[src/rtl/core/wclf_pkg.sv]
// Package for the word clock LED frame: item types, LED map constants and word masks.
`default_nettype none
package wclf_pkg;

  localparam int LedCount  = 114;
  localparam int LowWidth  = 64;
  localparam int HighWidth = LedCount - LowWidth;

  typedef logic [LedCount-1:0] frame_t;

  typedef struct packed {
    logic [4:0] hour;
    logic [5:0] minute;
  } in_item_t;

  typedef struct packed {
    logic [LowWidth-1:0]  leds_low;
    logic [HighWidth-1:0] leds_high;
    logic                 time_invalid;
  } out_item_t;

  localparam logic [4:0] HourLast    = 5'd23;
  localparam logic [5:0] MinuteLast  = 6'd59;
  localparam logic [5:0] HalfAhead   = 6'd24;
  localparam logic [5:0] EinMinLast  = 6'd4;
  localparam int         DotFirst    = 110;
  localparam int         ErrorLed    = 2;
  localparam int         EinsSLed    = 62;

  // Mask with LEDs first up to but not including last lit.
  function automatic frame_t span_mask(input int first, input int last);
    frame_t mask;
    for (int i = 0; i < LedCount; i++) begin
      mask[i] = (i >= first) && (i < last);
    end
    return mask;
  endfunction

  localparam frame_t MaskEsIst   = span_mask(0, 2) | span_mask(3, 6);
  localparam frame_t MaskError   = span_mask(ErrorLed, ErrorLed + 1);
  localparam frame_t MaskUhr     = span_mask(99, 102);
  localparam frame_t MaskFuenf   = span_mask(7, 11);
  localparam frame_t MaskZehn    = span_mask(18, 22);
  localparam frame_t MaskViertel = span_mask(26, 33);
  localparam frame_t MaskZwanzig = span_mask(11, 18);
  localparam frame_t MaskNach    = span_mask(33, 37);
  localparam frame_t MaskVor     = span_mask(41, 44);
  localparam frame_t MaskHalb    = span_mask(44, 48);

  localparam frame_t MaskHEin    = span_mask(63, 66);
  localparam frame_t MaskHS      = span_mask(EinsSLed, EinsSLed + 1);
  localparam frame_t MaskHZwei   = span_mask(55, 59);
  localparam frame_t MaskHDrei   = span_mask(66, 70);
  localparam frame_t MaskHVier   = span_mask(73, 77);
  localparam frame_t MaskHFuenf  = span_mask(51, 55);
  localparam frame_t MaskHSechs  = span_mask(83, 88);
  localparam frame_t MaskHSieben = span_mask(88, 94);
  localparam frame_t MaskHAcht   = span_mask(77, 81);
  localparam frame_t MaskHNeun   = span_mask(103, 107);
  localparam frame_t MaskHZehn   = span_mask(106, 110);
  localparam frame_t MaskHElf    = span_mask(49, 52);
  localparam frame_t MaskHZwoelf = span_mask(94, 99);

endpackage
`default_nettype wire

[src/rtl/core/word_clock_led_frame_core.sv]
// Top level of the word clock LED frame: maps one time item to a 114-LED frame.
//
//   channel  | ports                      | handshake
//   ---------+----------------------------+----------------------------------
//   input    | start, busy, in_item       | accepted when start && !busy
//   result   | out_valid, out_item        | one-cycle strobe, cannot be held
//
// An item is accepted in every cycle; busy is never raised.
// Each accepted item passes through the input register and then the result
// register, with the word decode between them.
// Reset (synchronous, rst_n low) clears both valid flags; nothing else is reset.
// The receiver cannot stall, so there is no backpressure path.
`default_nettype none
module word_clock_led_frame_core (
  input  wire logic                 clk,
  input  wire logic                 rst_n,
  input  wire logic                 start,
  output logic                      busy,
  input  wire wclf_pkg::in_item_t   in_item,
  output logic                      out_valid,
  output wclf_pkg::out_item_t       out_item
);

  logic                in_valid_r;
  logic [4:0]          hour_r;
  logic [5:0]          minute_r;
  logic                out_valid_r;
  wclf_pkg::out_item_t out_item_r;
  wclf_pkg::out_item_t out_item_nxt;

  logic                bad;
  logic [9:0]          min_prod;
  logic [3:0]          min_quot;
  logic [5:0]          min_rem_full;
  logic [2:0]          min_rem;
  logic [4:0]          hour_diff;
  logic [3:0]          hour_mod;
  logic [3:0]          hour_12;
  logic [3:0]          hour_show;
  wclf_pkg::frame_t    dot_mask;
  wclf_pkg::frame_t    min_mask;
  wclf_pkg::frame_t    hour_mask;
  wclf_pkg::frame_t    frame;

  assign busy = 1'b0;

  always_ff @(posedge clk) begin
    if (!rst_n) begin
      in_valid_r  <= 1'b0;
      out_valid_r <= 1'b0;
    end else begin
      in_valid_r  <= start && !busy;
      out_valid_r <= in_valid_r;
    end
  end

  always_ff @(posedge clk) begin
    if (start && !busy) begin
      hour_r   <= in_item.hour;
      minute_r <= in_item.minute;
    end
    if (in_valid_r) begin
      out_item_r <= out_item_nxt;
    end
  end

  // minute / 5 as (minute * 13) >> 6, exact for all 6-bit minutes.
  assign min_prod     = {1'b0, minute_r, 3'b000} + {2'b00, minute_r, 2'b00}
                      + {4'b0000, minute_r};
  assign min_quot     = min_prod[9:6];
  assign min_rem_full = minute_r - ({min_quot, 2'b00} + {2'b00, min_quot});
  assign min_rem      = min_rem_full[2:0];

  assign bad = (hour_r > wclf_pkg::HourLast) || (minute_r > wclf_pkg::MinuteLast);

  assign hour_diff = hour_r - 5'd12;
  assign hour_mod  = (hour_r >= 5'd12) ? hour_diff[3:0] : hour_r[3:0];
  assign hour_12   = (hour_mod == 4'd0) ? 4'd12 : hour_mod;

  always_comb begin
    if (minute_r > wclf_pkg::HalfAhead) begin
      hour_show = (hour_12 == 4'd12) ? 4'd1 : hour_12 + 4'd1;
    end else begin
      hour_show = hour_12;
    end
  end

  always_comb begin
    dot_mask = '0;
    case (min_rem)
      3'd1:    dot_mask = wclf_pkg::span_mask(wclf_pkg::DotFirst, wclf_pkg::DotFirst + 1);
      3'd2:    dot_mask = wclf_pkg::span_mask(wclf_pkg::DotFirst, wclf_pkg::DotFirst + 2);
      3'd3:    dot_mask = wclf_pkg::span_mask(wclf_pkg::DotFirst, wclf_pkg::DotFirst + 3);
      3'd4:    dot_mask = wclf_pkg::span_mask(wclf_pkg::DotFirst, wclf_pkg::DotFirst + 4);
      default: dot_mask = '0;
    endcase
  end

  always_comb begin
    case (min_quot)
      4'd0:    min_mask = wclf_pkg::MaskUhr;
      4'd1:    min_mask = wclf_pkg::MaskFuenf | wclf_pkg::MaskNach;
      4'd2:    min_mask = wclf_pkg::MaskZehn | wclf_pkg::MaskNach;
      4'd3:    min_mask = wclf_pkg::MaskViertel | wclf_pkg::MaskNach;
      4'd4:    min_mask = wclf_pkg::MaskZwanzig | wclf_pkg::MaskNach;
      4'd5:    min_mask = wclf_pkg::MaskFuenf | wclf_pkg::MaskVor | wclf_pkg::MaskHalb;
      4'd6:    min_mask = wclf_pkg::MaskHalb;
      4'd7:    min_mask = wclf_pkg::MaskFuenf | wclf_pkg::MaskNach | wclf_pkg::MaskHalb;
      4'd8:    min_mask = wclf_pkg::MaskZwanzig | wclf_pkg::MaskVor;
      4'd9:    min_mask = wclf_pkg::MaskViertel | wclf_pkg::MaskVor;
      4'd10:   min_mask = wclf_pkg::MaskZehn | wclf_pkg::MaskVor;
      default: min_mask = wclf_pkg::MaskFuenf | wclf_pkg::MaskVor;
    endcase
  end

  always_comb begin
    case (hour_show)
      4'd1: begin
        // EIN for minutes 0 to 4 (with UHR), EINS at any later minute.
        hour_mask = wclf_pkg::MaskHEin;
        if (minute_r > wclf_pkg::EinMinLast) begin
          hour_mask = wclf_pkg::MaskHEin | wclf_pkg::MaskHS;
        end
      end
      4'd2:    hour_mask = wclf_pkg::MaskHZwei;
      4'd3:    hour_mask = wclf_pkg::MaskHDrei;
      4'd4:    hour_mask = wclf_pkg::MaskHVier;
      4'd5:    hour_mask = wclf_pkg::MaskHFuenf;
      4'd6:    hour_mask = wclf_pkg::MaskHSechs;
      4'd7:    hour_mask = wclf_pkg::MaskHSieben;
      4'd8:    hour_mask = wclf_pkg::MaskHAcht;
      4'd9:    hour_mask = wclf_pkg::MaskHNeun;
      4'd10:   hour_mask = wclf_pkg::MaskHZehn;
      4'd11:   hour_mask = wclf_pkg::MaskHElf;
      default: hour_mask = wclf_pkg::MaskHZwoelf;
    endcase
  end

  always_comb begin
    if (bad) begin
      frame = wclf_pkg::MaskEsIst | wclf_pkg::MaskError;
    end else begin
      frame = wclf_pkg::MaskEsIst | dot_mask | min_mask | hour_mask;
    end
    out_item_nxt.leds_low     = frame[wclf_pkg::LowWidth-1:0];
    out_item_nxt.leds_high    = frame[wclf_pkg::LedCount-1:wclf_pkg::LowWidth];
    out_item_nxt.time_invalid = bad;
  end

  assign out_valid = out_valid_r;
  assign out_item  = out_item_r;

endmodule
`default_nettype wire

[config.mk]
export PLATFORM = sky130hd
export DESIGN_NAME = word_clock_led_frame_core
export DESIGN_NICKNAME = d
export VERILOG_FILES = /design/src/rtl/core/wclf_pkg.sv /design/src/rtl/core/word_clock_led_frame_core.sv
export SDC_FILE = /design/constraint.sdc
export NUM_CORES = 1
export LEC_CHECK = 0
export ABC_CLOCK_PERIOD_IN_PS = 12400
export BUFFER_PORTS_ARGS = -buffer_cell sky130_fd_sc_hd__buf_2
export CAP_MARGIN = 15
export CORE_UTILIZATION = 45
export DETAILED_ROUTE_END_ITERATION = 7
export PLACE_DENSITY = 0.79
export SLEW_MARGIN = 10
export SYNTH_ARGS = -nofsm -noshare
export SYNTH_HDL_FRONTEND = slang
export SYNTH_SLANG_ARGS = --single-unit
[constraint.sdc]
create_clock -name clk -period 12.4 [get_ports clk]
set_clock_uncertainty 0.1 [all_clocks]
set_input_delay 1.86 -clock clk [delete_from_list [all_inputs] [get_ports clk]]
set_output_delay 1.86 -clock clk [all_outputs]
set_load 0.1 [all_outputs]
======== Word-level counts from Yosys, hierarchy flattened ========
Memories as Yosys holds them, arrays and structs flattened.
Index checks and enable logic that the tools add are counted.
word-level totals
  bits in latches ......................... 0
  bits in writable memories ............... 0
  bits in read-only memories .............. 576
  memories ................................ 1
  flip-flop bits (word level) ............. 128
  output and inout bits ................... 117
  logic and storage cells ................. 46
cells by class
  multipliers ............................. 0
  shift operators ......................... 0
  equal/unequal tests ..................... 16
  reductions and logical operators ........ 2
  muxes and demuxes ....................... 7
  $lt $le $gt $ge ......................... 5
  add/sub/neg operators ................... 6
  div/mod/pow operators ................... 0
  bitwise gates (word level) .............. 2
memory list
  memory           depth  bits a word  rd ports  clocked after Yosys merged registers in  write ports  RTL line                          RTL
  (no name shown)  16     36           1         0                                        0            word_clock_led_frame_core.sv:100  case (min_quot)
operator list
  cell                                                            number
  case mux 114 bit (11 select lines)                              1
  case mux 114 bit (4 select lines)                               1
  bitwise OR 114 bit                                              2
  2-to-1 mux 63 bit                                               1
  equality test 4 bit (second input constant)                     5
  equality test 4 x 3 -> 1 bit (second input constant)            4
  2-to-1 mux 4 bit                                                4
  adder 10 x 6 -> 10 bit                                          1
  adder 9 x 8 -> 10 bit                                           1
  equality test 4 x 2 -> 1 bit (second input constant)            2
  equality test 3 x 2 -> 1 bit (second input constant)            2
  greater-than comparator 6 x 3 -> 1 bit (second input constant)  1
  greater-than comparator 6 x 5 -> 1 bit (second input constant)  1
  greater-than comparator 6 bit (second input constant)           1
  >= comparator 5 x 4 -> 1 bit (second input constant)            1
  greater-than comparator 5 bit (second input constant)           1
  adder 4 x 1 -> 4 bit (second input constant)                    1
  equality test 4 x 1 -> 1 bit (second input constant)            1
  logical NOT 4 bit                                               1
  subtractor 4 bit (second input constant)                        1
  adder 3 bit                                                     1
  equality test 3 x 1 -> 1 bit (second input constant)            1
  equality test 3 bit (second input constant)                     1
  subtractor 3 bit                                                1
  logical OR 1 bit                                                1

======== Depth between registers and ports, before layout ========
Gate-level depths: netlist (run 1).
  depth after elaboration ................. 10
  depth in mapped cells ................... 17
  mapped depth without buffers ............ 17

======== Least setup slack after synthesis (run 1) ========
No wires, ideal clock.
  path kind ............................... register -> register
  from .................................... register minute_r[2]
  to ...................................... register out_item_r, in the netlist out_item[47] (data pin)
  period minus slack after synthesis ...... 4,390 ps
  stages on the path, launching flop included .. 17
  setup slack ............................. 8,010 ps
  arrival time ............................ 4,145 ps
  library setup time ...................... 146 ps
  cells stage by stage .................... edfxtp_1 > inv_1 > fa_1 > inv_1 > ha_1 > nor2_1 > a21oi_1 > xor2_1 > ha_1 > ha_1 > or2_2 > fa_1 > xnor2_1 > xnor3_1 > xnor3_1 > or2_1 > a21oi_1
on the way
  word-level cells in the longest chain between the ends .. 8
ends and longest elaborated chain
  what                                         RTL line                          RTL
  start, declared                              word_clock_led_frame_core.sv:26   logic [5:0] minute_r;
  start signal, assigned                       word_clock_led_frame_core.sv:60   minute_r <= in_item.minute;
  adder 9 x 8 -> 10 bit                        word_clock_led_frame_core.sv:68   assign min_prod = {1'b0, minute_r, 3'b000} + {2'b00, minute_r, 2'b00}
  adder 10 x 6 -> 10 bit                       word_clock_led_frame_core.sv:69   + {4'b0000, minute_r};
  adder 3 bit                                  word_clock_led_frame_core.sv:71   assign min_rem_full = minute_r - ({min_quot, 2'b00} + {2'b00, min_quot});
  subtractor 3 bit                             word_clock_led_frame_core.sv:71
  equality test 3 bit (tied with other cells)  word_clock_led_frame_core.sv:90   case (min_rem)
  case mux 114 bit (4 select lines)            word_clock_led_frame_core.sv:90
  bitwise OR 114 bit (2 in a row)              word_clock_led_frame_core.sv:143  frame = wclf_pkg::MaskEsIst | dot_mask | min_mask | hour_mask;
  end signal, assigned                         word_clock_led_frame_core.sv:63   out_item_r <= out_item_nxt;
  end, declared                                word_clock_led_frame_core.sv:28   wclf_pkg::out_item_t out_item_r;
Several ways; a longest one is shown, not always the timed one.
A chain may end at the register's enable or synchronous reset.

======== Worst setup path in the final report (run 1) ========
Same ends and word-level chain as after synthesis.

==> results of run 1 <==
-- layout make-up --
class | count | area (µm²)
well taps | 96 | 120
inverters | 19 | 71.3
flip-flops and latches | 42 | 1240
fillers | 633 | 3490
clock inverters | 2 | 33.8
multi-input cells | 183 | 1380
repair buffers | 106 | 533
clock buffers | 5 | 68.8
-- how the worst max path moves through the flow --
stage,from,endpoint,slack [ns],cells past startpoint
floorplan,minute_r[2],out_item[47],8.01,16
CTS,minute_r[2],out_item[47],7.59,16
global route,minute_r[2],out_item[47],7.34,16
detailed placement,minute_r[2],out_item[47],7.62,16
finish,minute_r[2],out_item[47],7.59,16
global placement,minute_r[2],out_item[47],7.80,16
-- kinds of logic (layout without fill, tap and decap cells) --
family | Yosys count | in the layout | share of synthesized area, %
XOR/XNOR | 7 | 7 | 2.70
AND/OR/NAND/NOR | 71 | 71 | 10.6
adder cells (fa/ha/maj) | 32 | 32 | 13.0
buffers and inverters | 111 | 132 | 23.0
other | 2 | 25 | 0.228
flip-flops | 42 | 42 | 37.7
multiplexers | 6 | 6 | 1.86
AO/OA/AOI/OAI | 42 | 42 | 10.9
-- report_power, final --
group | leakage, nW | internal (W) | switching (W)
combinational | 1.09 | 0.000102 | 0.000392
sequential | 0.369 | 0.000182 | 0.0000132
clock | 0.0517 | 0.0000583 | 0.0000476
total | 1.51 | 0.000342 | 0.000453
-- flip-flops by register name, summed over array words and instances (netlist names) --
| register | cells |
|---|---|
| out_item | 29 |
| hour_r | 5 |
| in_valid_r | 1 |
| out_valid | 1 |
| minute_r | 6 |
-- Yosys cell counts (3+ instances only) --
cell type	n	area, µm²
nand3_1	9	45.0
inv_1	19	71.3
ha_1	27	338
xor2_1	3	26.3
fa_1	4	80.1
edfxtp_1	40	1200
o22ai_1	3	18.8
buf_4	88	661
a31oi_1	3	18.8
a21oi_1	9	45.0
and2_1	3	18.8
nor3_1	3	15.0
nor2_1	25	93.8
nand2_1	15	56.3
mux2i_1	5	50.1
-- per-stage QoR --
stage	instances	hold WS (ns)	setup WS, ns	cell area, µm²	power (W)
6_report	453	0.376	7.59	3450	0.000795
3_5_place_dp	446	0.366	7.62	3350	0.000692
2_1_floorplan	336	0.777	8.01	3380	0.000664
3_3_place_gp	446	0.349	7.80	3350	0.000682
5_1_grt	453	0.404	7.34	3450	0.000833
4_1_cts	453	0.380	7.59	3450	0.000798
-- per-layer routing --
layer  up-vias  GRT usage (%)
li1       1056              -
met1       969           18.2
met2       103           23.4
met3         7           2.54
met4         0           6.56
met5         -              0
==> impl_metrics.yaml, run 1 <==
timing:
  period_needed_ns: 4.81
  drv_slew: 0
  grt_setup_unrepaired: "no"
  finalSetupViolCount: 0
  worst_slew_pin_slew_ns: 0.838
  finalSetupTns_ns: 0
  slew_headroom_pct: 43.8
  fin_crit_sh_pct: 38.8
  fmax_mhz: 208
  hold_viol_final: 0
worst_setup_path:
  regToRegStartpoint: "minute_r[2]"
  required_ns: 12.44
  arrival_ns: 4.85
  slowest_delay_ns: 0.56
  worstSetupStartpointType: "register"
  rr_worst_depth: 16
  timing.rr.end: "out_item[47]"
  cpMostUsedCell: "ha_1"
  cp-end-kind: "register"
  cp_max_fo: 7
  reg2reg_slack_ns: 7.59
  cpLargestDelayFamily: "adder cells"
  worstPathCellList: "inv_1, fa_1, inv_1, ha_1, nor2_1, a21oi_1, xor2_1, ha_1, ha_1, or2_2, fa_1, xnor2_1, xnor3_1, xnor3_1, or2_1, a21oi_1"
  slowest_stage: "fa_1"
  crit_type: "register to register"
  critPathBufInv: 2
detailed_routing:
  first_iter_violations: 123
  firstDrtPassIters: 4
  wl_met1_um: 2470
  drc: 0
  route.met3.wl_um: 335
  vias_per_cell: 4.71
  dr_wl_met2_um: 2480
  top_layer_used: "met4"
  avgRoutedWirePerCell_um: 11.9
  ant_nets: 0
  wl_um: 5380
  vias: 2135
final_layout:
  diodes: 0
  syn2layout_area_growth_pct: 4.75
  utilization_pct: 49.7
  drive_above_1_share_pct: 36.1
  layout_commonest_cell: "buf_2"
  nNetsFinal: 402
  layout_common_cells: "buf_2 (105), edfxtp_1 (40), ha_1 (27)"
cts:
  root_buffer: "clkbuf_8"
  post-cts-setup-buffers: 0
  htree_num_levels: 2
  clock_latency_ns: 0.30
  cts_made_buffers: 5
  cts_tree: "done"
  cts_buffer_depth: 2
  cts.clk_slew.worst_paths_ns: 0.08
  cts_resized: 0
  cts.hold.buffers_added: 0
  cts_sinks: 42
placement:
  gp_congestion: 0.787
  port_buffers: 105
  dpl.hpwl_um: 4100
global_route:
  grt_max_degree: 30
  grt_usage_pct: 14.2
  grt_pass1_wl_um: 8280
  antenna_found_initial: 0
  grt_pass1_vias: 1757
  grt_overflow: 0
run_status:
  status: "complete, no violations"
die:
  initial_utilization_pct: 47.4
  core_um2: 6940
  fp-row-count: 30
  io_pins: 131
  dieArea_um2: 7670
  chipWidth_um: 87.6
  die_h_um: 87.6
synth:
  avgSynthCellArea_um2: 10.5
  ys_warn_count: 0
  yosysUniqueCellTypes: 58
  synth_ff_type: "edfxtp_1"
  synth_edf_count: 40
  synthCells: 313
  ys_seq_area_share_pct: 37.7
  ys_async_sr_fraction_pct: 0
  synth_area_um2: 3290
  ys_seq_elements: 42
worst_hold_path:
  hold_class: "register to register"
  whs_path_depth: 1
  min_from: "in_valid_r"
  min_to: "out_valid"
pwr:
  power_density_nw_per_um2: 230
  irDropWorstVdd_uv: 115
  p_leak_nw: 1.51
job:
  maxCapViolations: 0
(Power assumes the default switching activity.)
==> run 2: changes to the inputs <==
--- a/config.mk
+++ b/config.mk
@@ -5,7 +5,7 @@
 export SDC_FILE = /design/constraint.sdc
 export NUM_CORES = 1
 export LEC_CHECK = 0
-export ABC_CLOCK_PERIOD_IN_PS = 12400
+export ABC_CLOCK_PERIOD_IN_PS = 4650
 export BUFFER_PORTS_ARGS = -buffer_cell sky130_fd_sc_hd__buf_2
 export CAP_MARGIN = 15
 export CORE_UTILIZATION = 45
==> constraint.sdc (replaced) <==
create_clock -name clk -period 4.65 [get_ports clk]
set_clock_uncertainty 0.1 [all_clocks]
set_input_delay 0.6975 -clock clk [delete_from_list [all_inputs] [get_ports clk]]
set_output_delay 0.6975 -clock clk [all_outputs]
set_load 0.1 [all_outputs]
==> run 2 against run 1 <==
Effect of this change: global-route usage rose by 0.16 points; sequential power increased to 2.7 times the previous value; worst hold slack worse by 0.0074 ns; critical endpoint unchanged; highest routed layer unchanged.
==> impl_metrics.yaml, run 2 (synthesis results as in run 1) <==
final_layout:
  nNetsFinal: 409
  drive_above_1_share_pct: 37.9
  regArea_um2: 1240
  largest_register_ffs: 29
  syn2layout_area_growth_pct: 6.46
  layout_commonest_cell: "buf_2"
  diodes: 0
  multiInputGateArea_um2: 1390
  utilization_pct: 50.5
  final_cells: 460
  nFillCells: 609
  layout_common_cells: "buf_2 (105), edfxtp_1 (40), ha_1 (27)"
global_route:
  grt_max_degree: 30
  antenna_found_initial: 0
  use_met1_pct: 18.8
  grt_pass1_vias: 1848
  grt_overflow: 0
  grt_pass1_wl_um: 8460
  grt_usage_pct: 14.4
  grtUsageMet3_pct: 2.54
  top_usage_layer: "met2"
  met2_usage_pct: 22.9
cts:
  cts.hold.buffers_added: 0
  htree_num_levels: 2
  cts_buffer_depth: 2
  root_buffer: "clkbuf_8"
  clock_latency_ns: 0.29
  cts_sinks: 42
  cts_made_buffers: 5
  cts.clk_slew.worst_paths_ns: 0.08
  cts_tree: "done"
worst_setup_path:
  crit_type: "register to register"
  cp-end-kind: "register"
  slowest_delay_ns: 0.52
  worstSetupStartpointType: "register"
  worstPathCellList: "inv_1, fa_1, inv_1, ha_1, nor2_1, a21oi_2, xor2_1, ha_1, inv_1, ha_1, or2_2, fa_1, xnor2_1, xnor3_1, xnor3_1, or2_1, a21oi_1"
  slowest_stage: "fa_1"
  arrival_ns: 4.51
  cp_max_fo: 6
  required_ns: 4.69
die:
  fp-row-count: 30
  initial_utilization_pct: 47.4
  io_pins: 131
  core_um2: 6940
  dieArea_um2: 7670
  chipWidth_um: 87.6
  die_h_um: 87.6
timing:
  hold_viol_final: 0
  fin_crit_sh_pct: 96.3
  period_needed_ns: 4.48
  finalSetupViolCount: 0
  fmax_mhz: 223
  slew_headroom_pct: 40.8
  worst_slew_pin_slew_ns: 0.884
  drv_slew: 0
pwr:
  power_density_nw_per_um2: 611
  irDropWorstVdd_uv: 305
  p_leak_nw: 1.55
  fin_total_pwr_w: 0.00214
detailed_routing:
  firstDrtPassIters: 4
  drc: 0
  vias_per_cell: 4.79
  avgRoutedWirePerCell_um: 12.2
  ant_nets: 0
  first_iter_violations: 92
  vias: 2203
  wl_um: 5630
placement:
  dpl.hpwl_um: 4240
  placed_cells: 447
  gp_congestion: 0.830
  port_buffers: 105
worst_hold_path:
  hold_class: "register to register"
run_status:
  status: "complete, no violations"
job:
  maxCapViolations: 0
## run 2: cell types whose count changed in the layout (fill, tap and decap cells not counted), sizes merged
cell / previous run / this run
buf: 106 / 113
## run 2: report_power, final
part	switching [W]	total [W]	internal [W]
logic	0.00106	0.00134	0.000284
registers	0.0000356	0.000521	0.000485
clock network	0.000121	0.000277	0.000155
total	0.00122	0.00214	0.000925
## run 2: layout make-up
type	instances	area share, %
clock buffer	5	1.96
tap	96	3.42
timing repair buffer	113	16.7
multi-input combinational	183	39.5
inverter	19	2.03
sequential	42	35.4
clock inverter	2	0.963
## run 2: per-layer routing
| layer | wire length, µm | part of all wire (%) | vias to the layer above |
|---|---|---|---|
| li1 | - | - | 1066 |
| met1 | 2560 | 45 | 1024 |
| met2 | 2630 | 47 | 106 |
| met3 | 348 | 6.2 | 7 |
| met4 | 93 | 1.7 | 0 |
| met5 | 0 | 0 | - |
## run 2: worst max-delay path, delay by kind of cell (launching register included)
| family | cells | cell delay, ns |
|---|---|---|
| fa+ha+maj | 5 | 1.67 |
| xor+xnor | 4 | 0.91 |
| compound gates | 2 | 0.22 |
| simple gates | 3 | 0.72 |
| buf+inv | 3 | 0.22 |
| flops | 1 | 0.48 |
## run 2: final timing paths
| path | startpoint | to | slack [ns] | depth (start not counted) |
|---|---|---|---|---|
| max reg2reg | minute_r[3] | out_item[47] | 0.17 | 17 |
| max | minute_r[3] | out_item[47] | 0.17 | 17 |
| min | in_valid_r | out_valid | 0.37 | 1 |
| min reg2reg | in_valid_r | out_valid | 0.37 | 1 |
## run 2: timing repair
item                                    in CTS  in global routing
setup buffers                                0                  6
resized for setup                            0                  2
endpoints found under the setup margin       0                  4
## run 2: stage by stage
| stage | setup TNS, ns | hold WS, ns | instance area, µm² | setup slack (ns) |
|---|---|---|---|---|
| 2_1_floorplan | 0 | 0.696 | 3380 | 0.260 |
| 3_3_place_gp | 0 | 0.350 | 3360 | 0.304 |
| 3_5_place_dp | 0 | 0.368 | 3360 | 0.0728 |
| 4_1_cts | 0 | 0.382 | 3460 | 0.0468 |
| 5_1_grt | -0.0309 | 0.406 | 3510 | -0.0309 |
| 6_report | 0 | 0.369 | 3510 | 0.173 |
==> run 3: changes to the inputs <==
--- a/config.mk
+++ b/config.mk
@@ -8,9 +8,11 @@
 export ABC_CLOCK_PERIOD_IN_PS = 4650
 export BUFFER_PORTS_ARGS = -buffer_cell sky130_fd_sc_hd__buf_2
 export CAP_MARGIN = 15
-export CORE_UTILIZATION = 45
+export CELL_PAD_IN_SITES_DETAIL_PLACEMENT = 0
+export CELL_PAD_IN_SITES_GLOBAL_PLACEMENT = 1
+export CORE_UTILIZATION = 37
 export DETAILED_ROUTE_END_ITERATION = 7
-export PLACE_DENSITY = 0.79
+export PLACE_DENSITY = 0.85
 export SLEW_MARGIN = 10
 export SYNTH_ARGS = -nofsm -noshare
 export SYNTH_HDL_FRONTEND = slang
==> run 3 against run 2 <==
Effect of this change: utilization shrank 10 points; maximum frequency grew 2.6%; via count shrank 2.8%; first-iteration DRC count shrank 25%.
==> impl_metrics.yaml, run 3 (synthesis results as in run 1) <==
run_status:
  status: "complete, no violations"
global_route:
  antenna_found_initial: 0
  grt_pass1_vias: 1716
  grt_pass1_wl_um: 8310
  grt_max_degree: 30
  grt_overflow: 0
  grt_usage_pct: 11.8
detailed_routing:
  avgRoutedWirePerCell_um: 11.7
  firstDrtPassIters: 4
  vias: 2142
  wl_um: 5530
  vias_per_cell: 4.54
  ant_nets: 0
  drc: 0
  first_iter_violations: 69
worst_setup_path:
  arrival_ns: 4.41
  worstSetupStartpointType: "register"
  cp-end-kind: "register"
  timing.rr.end: "out_item[47]"
  regToRegStartpoint: "minute_r[2]"
  cp-startpoint: "minute_r[2]"
  reg2reg_slack_ns: 0.29
  crit_type: "register to register"
  cp-endpoint: "out_item[47]"
  cp_max_fo: 5
  required_ns: 4.69
  rr_worst_depth: 15
final_layout:
  syn2layout_area_growth_pct: 6.15
  diodes: 0
  utilization_pct: 40.3
  layout_common_cells: "buf_2 (105), edfxtp_1 (40), ha_1 (27)"
  largest_register_ffs: 29
  drive_above_1_share_pct: 37.6
  layout_commonest_cell: "buf_2"
  nNetsFinal: 408
cts:
  cts.clk_slew.worst_paths_ns: 0.09
  cts_sinks: 42
  clock_latency_ns: 0.30
  cts_buffer_depth: 2
  root_buffer: "clkbuf_8"
  cts_made_buffers: 5
  cts.hold.buffers_added: 0
  cts_tree: "done"
  htree_num_levels: 2
die:
  core_um2: 8680
  chipWidth_um: 96.4
  dieArea_um2: 9290
  initial_utilization_pct: 38.0
  io_pins: 131
  fp-row-count: 34
  die_h_um: 96.4
timing:
  fmax_mhz: 229
  setup_ws_ns: 0.286
  fin_crit_sh_pct: 93.8
  hold_viol_final: 0
  period_needed_ns: 4.36
  drv_slew: 0
  slew_headroom_pct: 42.9
  finalSetupTns_ns: 0
  worst_slew_pin_slew_ns: 0.853
  finalSetupViolCount: 0
job:
  maxCapViolations: 0
pwr:
  power_density_nw_per_um2: 598
  p_leak_nw: 1.53
  irDropWorstVdd_uv: 228
placement:
  port_buffers: 105
  place_ws_ns: 0.276
  dpl.hpwl_um: 4130
  gp_congestion: 0.780
worst_hold_path:
  hold_class: "register to register"
## run 3: power breakdown
part	total, W	internal (W)	switching [W]
combinational	0.00133	0.000284	0.00105
sequential	0.000520	0.000485	0.0000346
clock	0.000240	0.000103	0.000137
total	0.00209	0.000873	0.00122
## run 3: cell type report
cell class	count	area (µm²)
clock buffer	5	68.8
clock inverter	3	16.3
fill	833	5180
multi-input combinational	183	1390
tap	108	135
sequential	42	1240
timing repair buffer	112	578
inverter	19	71.3
## run 3: critical path: stages, from the launching register on
cell,delay [ns]
edfxtp_1,0.47
buf_4,0.18
fa_1,0.48
ha_1,0.30
nand4_1,0.15
a21oi_2,0.21
xor2_1,0.20
ha_1,0.28
ha_1,0.17
or2_2,0.28
fa_1,0.38
xnor2_1,0.16
xnor3_1,0.23
xnor3_1,0.24
or2_1,0.25
a21oi_1,0.13
## run 3: timing repair
action,4_1_cts,5_1_grt
endpoints found under the setup margin,0,3
setup buffers,0,4
resized for setup,0,1
## run 3: how the worst min path moves through the flow
stage | startpoint | cells past startpoint | to | slack, ns
6_report | in_valid_r | 1 | out_valid | 0.39
5_1_grt | in_valid_r | 1 | out_valid | 0.42
4_1_cts | in_valid_r | 1 | out_valid | 0.39
3_5_place_dp | in_valid_r | 1 | out_valid | 0.37
3_3_place_gp | in_valid_r | 1 | out_valid | 0.35
2_1_floorplan | in_item[6] | 0 | hour_r[0] | 0.70
## run 3: per-layer routing
metal / GRT usage [%] / routed length (µm) / vias to the layer above
met5: 0 / 0 / -
met4: 4.41 / 82 / 0
met3: 2.61 / 320 / 5
met2: 17.8 / 2400 / 99
met1: 16.5 / 2730 / 969
li1: - / - / 1069
## run 3: per-stage QoR
stage               total power [W]  instances  hold slack (ns)  area [µm²]
floorplan                   0.00177        336            0.696        3380
global placement            0.00184        460            0.353        3380
detailed placement          0.00185        460            0.370        3380
CTS                         0.00210        468            0.389        3460
global route                0.00221        472            0.421        3500
finish                      0.00209        472            0.388        3500
